File: config.mk
export PLATFORM = sky130hd
export DESIGN_NAME = ordered_timer_queue
export DESIGN_NICKNAME = d
export VERILOG_FILES = /design/src/design/otq_pkg.sv /design/src/design/otq_cell.sv /design/src/design/ordered_timer_queue.sv
export VERILOG_INCLUDE_DIRS = /design/src /design/src/design
export SDC_FILE = /design/constraint.sdc
export NUM_CORES = 2
export LEC_CHECK = 0
export BUFFER_PORTS_ARGS = -buffer_cell sky130_fd_sc_hd__buf_2
export CAP_MARGIN = 40
export CORE_ASPECT_RATIO = 0.75
export CORE_UTILIZATION = 40
export CTS_CLUSTER_SIZE = 10
export DETAILED_ROUTE_END_ITERATION = 6
export GPL_TIMING_DRIVEN = 0
export MAX_ROUTING_LAYER = met4
export PLACE_DENSITY = 0.59
export SYNTH_ARGS = -nofsm -noshare
export SYNTH_HDL_FRONTEND = slang
export SYNTH_HIERARCHICAL = 1
export SYNTH_SLANG_ARGS = --single-unit
File: constraint.sdc
create_clock -name aclk -period 7.58 [get_ports aclk]
set_input_delay 0.758 -clock aclk [delete_from_list [all_inputs] [get_ports aclk]]
set_output_delay 0.758 -clock aclk [all_outputs]
set_load 0.05 [all_outputs]
File: src/design/assert_macros.svh
// Assertion macros used by the ordered timer queue design file.
// Each macro expands to one labeled concurrent assertion on a rising clock edge.
`ifndef ASSERT_MACROS_SVH
`define ASSERT_MACROS_SVH

// The consequent holds in the same cycle as the antecedent.
`define ASSERT_SAME(lbl, clk, rstn, ante, cons) \
    lbl: assert property (@(posedge clk) disable iff (!(rstn)) (ante) |-> (cons)) \
        else $error("assertion failed");

// The consequent holds in the cycle after the antecedent.
`define ASSERT_NEXT(lbl, clk, rstn, ante, cons) \
    lbl: assert property (@(posedge clk) disable iff (!(rstn)) (ante) |=> (cons)) \
        else $error("assertion failed");

`endif

File: src/design/otq_pkg.sv
// Package for the ordered timer queue: field codes, chain command type and widths.
// Used by otq_cell and ordered_timer_queue; depends on nothing.
package otq_pkg;

    localparam int unsigned IdW      = 4;
    localparam int unsigned KindW    = 2;
    localparam int unsigned StatusW  = 2;
    localparam int unsigned LeadW    = 48;
    localparam int unsigned DataW    = 56;

    localparam logic [KindW-1:0] KIND_ARM    = 2'd0;
    localparam logic [KindW-1:0] KIND_CANCEL = 2'd1;
    localparam logic [KindW-1:0] KIND_RUN    = 2'd2;
    localparam logic [KindW-1:0] KIND_QUERY  = 2'd3;

    localparam logic [StatusW-1:0] STAT_DONE    = 2'd0;
    localparam logic [StatusW-1:0] STAT_EXPIRED = 2'd1;
    localparam logic [StatusW-1:0] STAT_LEAD    = 2'd2;
    localparam logic [StatusW-1:0] STAT_EMPTY   = 2'd3;

    localparam logic [1:0] OP_HOLD   = 2'd0;
    localparam logic [1:0] OP_REMOVE = 2'd1;
    localparam logic [1:0] OP_INSERT = 2'd2;
    localparam logic [1:0] OP_POP    = 2'd3;

    typedef struct packed {
        logic [1:0]     op;
        logic [IdW-1:0] id;
    } otq_cmd_t;

endpackage

File: src/design/otq_cell.sv
// One cell of the sorted timer chain: holds one pending slot and its deadline.
// Depends on otq_pkg for the chain command type and operation codes.
module otq_cell
    import otq_pkg::*;
#(
    parameter int unsigned TICK_BITS = 48
) (
    input  logic                 aclk,
    input  logic                 aresetn,
    input  otq_cmd_t             cmd,
    input  logic [TICK_BITS-1:0] new_tick,
    input  logic                 shift_in,
    input  logic                 ins_in,
    input  logic                 left_valid,
    input  logic [IdW-1:0]       left_id,
    input  logic [TICK_BITS-1:0] left_tick,
    input  logic                 right_valid,
    input  logic [IdW-1:0]       right_id,
    input  logic [TICK_BITS-1:0] right_tick,
    output logic                 cell_valid,
    output logic [IdW-1:0]       cell_id,
    output logic [TICK_BITS-1:0] cell_tick,
    output logic                 shift_out,
    output logic                 ins_out
);

    logic                 valid_reg, valid_next;
    logic [IdW-1:0]       id_reg, id_next;
    logic [TICK_BITS-1:0] tick_reg, tick_next;

    // A removal shifts every cell from the matching one onward.
    assign shift_out = shift_in | (valid_reg & (id_reg == cmd.id));
    // The new entry goes before the first cell with a strictly later deadline.
    assign ins_out   = ~valid_reg | (new_tick < tick_reg);

    always_comb begin
        valid_next = valid_reg;
        id_next    = id_reg;
        tick_next  = tick_reg;
        unique case (cmd.op)
            OP_REMOVE: begin
                if (shift_out) begin
                    valid_next = right_valid;
                    id_next    = right_id;
                    tick_next  = right_tick;
                end
            end
            OP_INSERT: begin
                if (ins_in) begin
                    valid_next = left_valid;
                    id_next    = left_id;
                    tick_next  = left_tick;
                end else if (ins_out) begin
                    valid_next = 1'b1;
                    id_next    = cmd.id;
                    tick_next  = new_tick;
                end
            end
            OP_POP: begin
                valid_next = right_valid;
                id_next    = right_id;
                tick_next  = right_tick;
            end
            default: begin
            end
        endcase
    end

    always_ff @(posedge aclk) begin
        if (!aresetn) begin
            valid_reg <= 1'b0;
        end else begin
            valid_reg <= valid_next;
        end
    end

    always_ff @(posedge aclk) begin
        id_reg   <= id_next;
        tick_reg <= tick_next;
    end

    assign cell_valid = valid_reg;
    assign cell_id    = id_reg;
    assign cell_tick  = tick_reg;

endmodule

File: src/design/ordered_timer_queue.sv
// Ordered timer queue: arm passes ST_REMOVE then ST_INSERT, cancel ST_REMOVE, query ST_QUERY.
// Run pops one due slot per result while the output is free (at least one result is given).
// Every chain operation acts on all cells at once, and items are taken one at a time.
// Synchronous active-low reset empties the chain and clears the output valid flag.
// Depends on otq_pkg, otq_cell and assert_macros.svh.
`include "assert_macros.svh"
module ordered_timer_queue
    import otq_pkg::*;
#(
    parameter int unsigned NUM_SLOTS = 16,
    parameter int unsigned TICK_BITS = 48
) (
    input  logic               aclk,
    input  logic               aresetn,
    input  logic               s_tvalid,
    output logic               s_tready,
    input  logic [DataW-1:0]   s_tdata,   // slot_id, tick_value, zero padding
    input  logic [KindW-1:0]   s_tuser,   // kind
    output logic               m_tvalid,
    input  logic               m_tready,
    output logic [DataW-1:0]   m_tdata,   // expired_id, lead_tick, zero padding
    output logic [StatusW-1:0] m_tuser,   // status
    output logic               m_tlast
);

    localparam logic [2:0] ST_IDLE   = 3'd0;
    localparam logic [2:0] ST_REMOVE = 3'd1;
    localparam logic [2:0] ST_INSERT = 3'd2;
    localparam logic [2:0] ST_DONE   = 3'd3;
    localparam logic [2:0] ST_RUN    = 3'd4;
    localparam logic [2:0] ST_QUERY  = 3'd5;

    logic [2:0]           state_reg, state_next;
    logic [KindW-1:0]     kind_reg;
    logic [IdW-1:0]       id_reg;
    logic [TICK_BITS-1:0] tick_reg;
    logic [TICK_BITS-1:0] in_tick;
    logic [LeadW-1:0]     head_lead;

    logic                 out_valid_reg;
    logic [StatusW-1:0]   out_status_reg;
    logic [IdW-1:0]       out_id_reg;
    logic [LeadW-1:0]     out_lead_reg;
    logic                 out_last_reg;

    logic                 emit;
    logic [StatusW-1:0]   emit_status;
    logic [IdW-1:0]       emit_id;
    logic [LeadW-1:0]     emit_lead;
    logic                 emit_last;
    logic                 out_free;
    logic                 in_range;
    logic                 head_due;
    logic                 next_due;
    otq_cmd_t             cmd;

    logic [NUM_SLOTS-1:0] cell_valid;
    logic [IdW-1:0]       cell_id   [NUM_SLOTS];
    logic [TICK_BITS-1:0] cell_tick [NUM_SLOTS];
    logic [NUM_SLOTS-1:0] shift_chain;
    logic [NUM_SLOTS-1:0] ins_chain;

    generate
        if (TICK_BITS == LeadW) begin : g_equal
            assign in_tick   = s_tdata[IdW +: TICK_BITS];
            assign head_lead = cell_tick[0];
        end else if (TICK_BITS < LeadW) begin : g_narrow
            assign in_tick   = s_tdata[IdW +: TICK_BITS];
            assign head_lead = {{(LeadW - TICK_BITS){1'b0}}, cell_tick[0]};
        end else begin : g_wide
            assign in_tick   = {{(TICK_BITS - LeadW){1'b0}}, s_tdata[IdW +: LeadW]};
            assign head_lead = cell_tick[0][LeadW-1:0];
        end
    endgenerate

    genvar gi;
    generate
        for (gi = 0; gi < NUM_SLOTS; gi++) begin : g_cell
            logic                 l_valid, r_valid, s_in, i_in;
            logic [IdW-1:0]       l_id, r_id;
            logic [TICK_BITS-1:0] l_tick, r_tick;
            if (gi == 0) begin : g_head
                assign l_valid = 1'b0;
                assign l_id    = '0;
                assign l_tick  = '0;
                assign s_in    = 1'b0;
                assign i_in    = 1'b0;
            end else begin : g_mid
                assign l_valid = cell_valid[gi-1];
                assign l_id    = cell_id[gi-1];
                assign l_tick  = cell_tick[gi-1];
                assign s_in    = shift_chain[gi-1];
                assign i_in    = ins_chain[gi-1];
            end
            if (gi == NUM_SLOTS - 1) begin : g_tail
                assign r_valid = 1'b0;
                assign r_id    = '0;
                assign r_tick  = '0;
            end else begin : g_inner
                assign r_valid = cell_valid[gi+1];
                assign r_id    = cell_id[gi+1];
                assign r_tick  = cell_tick[gi+1];
            end
            otq_cell #(
                .TICK_BITS(TICK_BITS)
            ) u_cell (
                .aclk       (aclk),
                .aresetn    (aresetn),
                .cmd        (cmd),
                .new_tick   (tick_reg),
                .shift_in   (s_in),
                .ins_in     (i_in),
                .left_valid (l_valid),
                .left_id    (l_id),
                .left_tick  (l_tick),
                .right_valid(r_valid),
                .right_id   (r_id),
                .right_tick (r_tick),
                .cell_valid (cell_valid[gi]),
                .cell_id    (cell_id[gi]),
                .cell_tick  (cell_tick[gi]),
                .shift_out  (shift_chain[gi]),
                .ins_out    (ins_chain[gi])
            );
        end
    endgenerate

    assign out_free = ~out_valid_reg | m_tready;
    assign in_range = {{(32 - IdW){1'b0}}, id_reg} < 32'(NUM_SLOTS);
    assign head_due = cell_valid[0] & (cell_tick[0] <= tick_reg);
    assign next_due = cell_valid[1] & (cell_tick[1] <= tick_reg);
    assign s_tready = (state_reg == ST_IDLE);

    always_comb begin
        state_next  = state_reg;
        cmd.op      = OP_HOLD;
        cmd.id      = id_reg;
        emit        = 1'b0;
        emit_status = STAT_DONE;
        emit_id     = '0;
        emit_lead   = '0;
        emit_last   = 1'b1;
        unique case (state_reg)
            ST_IDLE: begin
                if (s_tvalid) begin
                    unique case (s_tuser) inside
                        KIND_ARM, KIND_CANCEL: state_next = ST_REMOVE;
                        KIND_RUN:              state_next = ST_RUN;
                        default:               state_next = ST_QUERY;
                    endcase
                end
            end
            ST_REMOVE: begin
                cmd.op = OP_REMOVE;
                if (kind_reg == KIND_ARM) begin
                    state_next = ST_INSERT;
                end else if (out_free) begin
                    emit       = 1'b1;
                    state_next = ST_IDLE;
                end else begin
                    state_next = ST_DONE;
                end
            end
            ST_INSERT: begin
                if (in_range) begin
                    cmd.op = OP_INSERT;
                end
                if (out_free) begin
                    emit       = 1'b1;
                    state_next = ST_IDLE;
                end else begin
                    state_next = ST_DONE;
                end
            end
            ST_DONE: begin
                if (out_free) begin
                    emit       = 1'b1;
                    state_next = ST_IDLE;
                end
            end
            ST_RUN: begin
                if (out_free) begin
                    emit = 1'b1;
                    if (head_due) begin
                        cmd.op      = OP_POP;
                        emit_status = STAT_EXPIRED;
                        emit_id     = cell_id[0];
                        emit_last   = ~next_due;
                        if (!next_due) begin
                            state_next = ST_IDLE;
                        end
                    end else begin
                        state_next = ST_IDLE;
                    end
                end
            end
            ST_QUERY: begin
                if (out_free) begin
                    emit       = 1'b1;
                    state_next = ST_IDLE;
                    if (cell_valid[0]) begin
                        emit_status = STAT_LEAD;
                        emit_lead   = head_lead;
                    end else begin
                        emit_status = STAT_EMPTY;
                    end
                end
            end
            default: begin
                state_next = ST_IDLE;
            end
        endcase
    end

    always_ff @(posedge aclk) begin
        if (!aresetn) begin
            state_reg     <= ST_IDLE;
            out_valid_reg <= 1'b0;
        end else begin
            state_reg <= state_next;
            if (emit) begin
                out_valid_reg <= 1'b1;
            end else if (m_tready) begin
                out_valid_reg <= 1'b0;
            end
        end
    end

    always_ff @(posedge aclk) begin
        if (s_tvalid && s_tready) begin
            kind_reg <= s_tuser;
            id_reg   <= s_tdata[IdW-1:0];
            tick_reg <= in_tick;
        end
        if (emit) begin
            out_status_reg <= emit_status;
            out_id_reg     <= emit_id;
            out_lead_reg   <= emit_lead;
            out_last_reg   <= emit_last;
        end
    end

    assign m_tvalid = out_valid_reg;
    assign m_tuser  = out_status_reg;
    assign m_tdata  = {{(DataW - IdW - LeadW){1'b0}}, out_lead_reg, out_id_reg};
    assign m_tlast  = out_last_reg;

    `ASSERT_SAME(a_chain_packed, aclk, aresetn, 1'b1,
        ((cell_valid & (cell_valid + 1'b1)) == '0))
    `ASSERT_SAME(a_head_sorted, aclk, aresetn, cell_valid[1],
        (cell_tick[0] <= cell_tick[1]))
    `ASSERT_SAME(a_pop_due, aclk, aresetn, (cmd.op == OP_POP), head_due)
    `ASSERT_NEXT(a_pop_shrinks, aclk, aresetn, (cmd.op == OP_POP),
        ($countones(cell_valid) == $countones($past(cell_valid)) - 1))

endmodule
==> results.json <==
{
  "status": "completed",
  "dieArea_mm2": 0.178,
  "cap_viol_max_count": 0,
  "largest_reg_flops": 768,
  "timing.final.max_slew_violations": 0,
  "core.rowCount": 132,
  "p_clk_share_pct": 22.4,
  "power_density_mw_per_mm2": 279,
  "vias": 54800,
  "p_sw_share_pct": 39.3,
  "clock.fmax_mhz": 140,
  "cp-end-kind": "register",
  "gp_congestion": 0.927,
  "routed_wl_um": 201000,
  "postSynthCellCount": 7146,
  "post_cts_resize_count": 0,
  "internal-power_uw": 13400,
  "pwr-share-comb_pct": 38.0,
  "grt_max_degree": 55,
  "yosysWarnings": 6,
  "fin_util_pct": 45.6,
  "cp.arrival_ps": 7580,
  "coreArea_mm2": 0.174,
  "setup_violations": 0,
  "syn-mean-instance-area_um2": 9.85,
  "vias_per_cell": 5.50,
  "start_util_pct": 40.5,
  "r2r-start": "tick_reg[41]$_DFFE_PP_",
  "crit_required_ps": 8000,
  "cp-start-kind": "register",
  "hold_path_end": "tick_reg[28]$_DFFE_PP_",
  "p_total_uw": 22100,
  "cts_tree": "built",
  "min_from": "s_tdata[32]",
  "leakage_uw": 0.0400,
  "drive_gt1_share_pct": 8.13,
  "dp_hpwl_um": 159000,
  "clock_skew_ps": 30.1,
  "rr_endpoint": "g_cell[13].u_cell/cell_tick[1]$_DFFE_PP_",
  "finalHoldViolCount": 0,
  "num_io_pins": 123,
  "cts-root-buf": "clkbuf_16",
  "hp-class": "input pin to register",
  "ir_drop_v": 0.000189,
  "slowest_stage": "edfxtp_1",
  "worstSetupPathType": "register to register",
  "crit_path_max_fanout": 32,
  "setup_tns_ps": 0,
  "clk_latency_ps": 750,
  "clock_sinks": 961,
  "h-tree-depth": 3,
  "cp_top_family": "buffers and inverters",
  "die_h_um": 365,
  "synthesis.area_mm2": 0.0704,
  "max_stage_delay_ps": 930,
  "grt_pass1_wl_um": 309000,
  "reg2regPathDepth": 16,
  "drt_iter0_markers": 4980,
  "synthToLayoutAreaGrowth_pct": 12.5,
  "ant_nets": 0,
  "fin_crit_ps": 7170,
  "drc": 0,
  "path_cells": "inv_1 -> ha_1 -> nand4_1 -> or4_4 -> or4_4 -> a31oi_1 -> a211oi_1 -> o21ba_4 -> nor2_1 -> a21o_1 -> buf_16 -> nand2b_1 -> clkbuf_1 -> clkbuf_1 -> o41a_2 -> buf_12",
  "rsz0062_at_grt": "false",
  "hold_buffers": 0,
  "p_sw_uw": 8700,
  "slew_headroom_pct": 33.9,
  "holdPathStages": 1,
  "path_buf_inv": 5,
  "clkTransAtPathRegs_ps": 60,
  "wl_per_cell_um": 20.2,
  "cts-buffers-inserted": 110,
  "grt_usage_pct": 22.7,
  "rrSetupSlack_ps": 410,
  "top_register": "g_cell.u_cell/cell_tick",
  "die_x_um": 486,
  "grt-ovfl-total": 0,
  "nets": 8476,
  "portBuffers": 114,
  "post_cts_buffers": 0,
  "clockBufferDepth": 3,
  "power_frac_seq_pct": 39.6,
  "antenna_found_initial": 2,
  "fin_crit_sh_pct": 94.5,
  "worst_pin_slew_ps": 983,
  "grt_pass1_vias": 52900,
  "first_pass_iters": 6
}
==> metrics by stage <==
| step | cells | instance area (um^2) | setup WS, ps | hold slack, ps |
|---|---|---|---|---|
| floorplan | 7257 | 70800 | 1570 | 522 |
| global placement | 9716 | 74300 | -1460 | 549 |
| detailed placement | 9796 | 76100 | 645 | 550 |
| CTS | 9956 | 79200 | 592 | 124 |
| global route | 9959 | 79200 | 231 | 132 |
| finish | 9965 | 79200 | 415 | 180 |
==> cell type report <==
| type | count | area (um^2) |
|---|---|---|
| Multi-Input combinational cell | 5107 | 37600 |
| Clock inverter | 13 | 111 |
| Clock buffer | 147 | 2960 |
| Tap cell | 2345 | 2930 |
| Sequential cell | 961 | 28700 |
| Fill cell | 16600 | 94500 |
| Buffer | 305 | 1260 |
| Inverter | 884 | 3320 |
| Antenna cell | 6 | 15.0 |
| Timing Repair Buffer | 197 | 2360 |
==> cell usage in the layout, fill, tap and decap left out, types with 17 or more instances in the layout <==
master / n
o21ai_0: 975
and3_1: 50
nand4_1: 79
xor2_1: 48
buf_16: 39
a21oi_1: 371
a21o_1: 77
nor3_1: 66
o21ai_1: 22
clkbuf_1: 252
edfxtp_1: 941
nor2_1: 45
ha_1: 848
buf_8: 23
nand2_1: 1055
buf_2: 196
inv_1: 883
mux2i_1: 834
nand2b_1: 36
o21a_1: 33
nand4_2: 48
clkbuf_16: 112
nor2b_1: 37
nand3_1: 73
buf_12: 17
o22ai_1: 17
a31oi_1: 18
conb_1: 112
dfxtp_1: 20
nor4_4: 32
==> worst max-delay path by stage <==
stage / start / to / slack [ps] / cells past startpoint
after floorplan: id_reg[0]$_DFFE_PP_ / g_cell[15].u_cell/cell_id[0]$_DFFE_PP_ / 1570 / 20
after global placement: tick_reg[47]$_DFFE_PP_ / g_cell[11].u_cell/cell_tick[5]$_DFFE_PP_ / -1460 / 14
after detailed placement: tick_reg[41]$_DFFE_PP_ / g_cell[6].u_cell/cell_tick[4]$_DFFE_PP_ / 650 / 16
after CTS: tick_reg[41]$_DFFE_PP_ / g_cell[6].u_cell/cell_tick[12]$_DFFE_PP_ / 590 / 16
after global routing: tick_reg[41]$_DFFE_PP_ / g_cell[11].u_cell/cell_tick[7]$_DFFE_PP_ / 230 / 16
final: tick_reg[41]$_DFFE_PP_ / g_cell[13].u_cell/cell_tick[1]$_DFFE_PP_ / 410 / 16
==> power groups by stage <==
stage | clock network (uW) | registers, uW | logic [uW]
after floorplan | 0 | 9090 | 5060
after global placement | 0 | 9450 | 6920
after detailed placement | 0 | 8880 | 8240
after CTS | 5080 | 8780 | 8300
after global routing | 5250 | 8910 | 9400
final | 4960 | 8760 | 8400
==> layer usage <==
| metal | track usage (%) | wire [um] |
|---|---|---|
| met1 | 35.3 | 105000 |
| met2 | 31.0 | 79600 |
| met3 | 3.74 | 14300 |
| met4 | 3.11 | 2130 |
| met5 | - | 0 |
(Power assumes the default switching activity.)
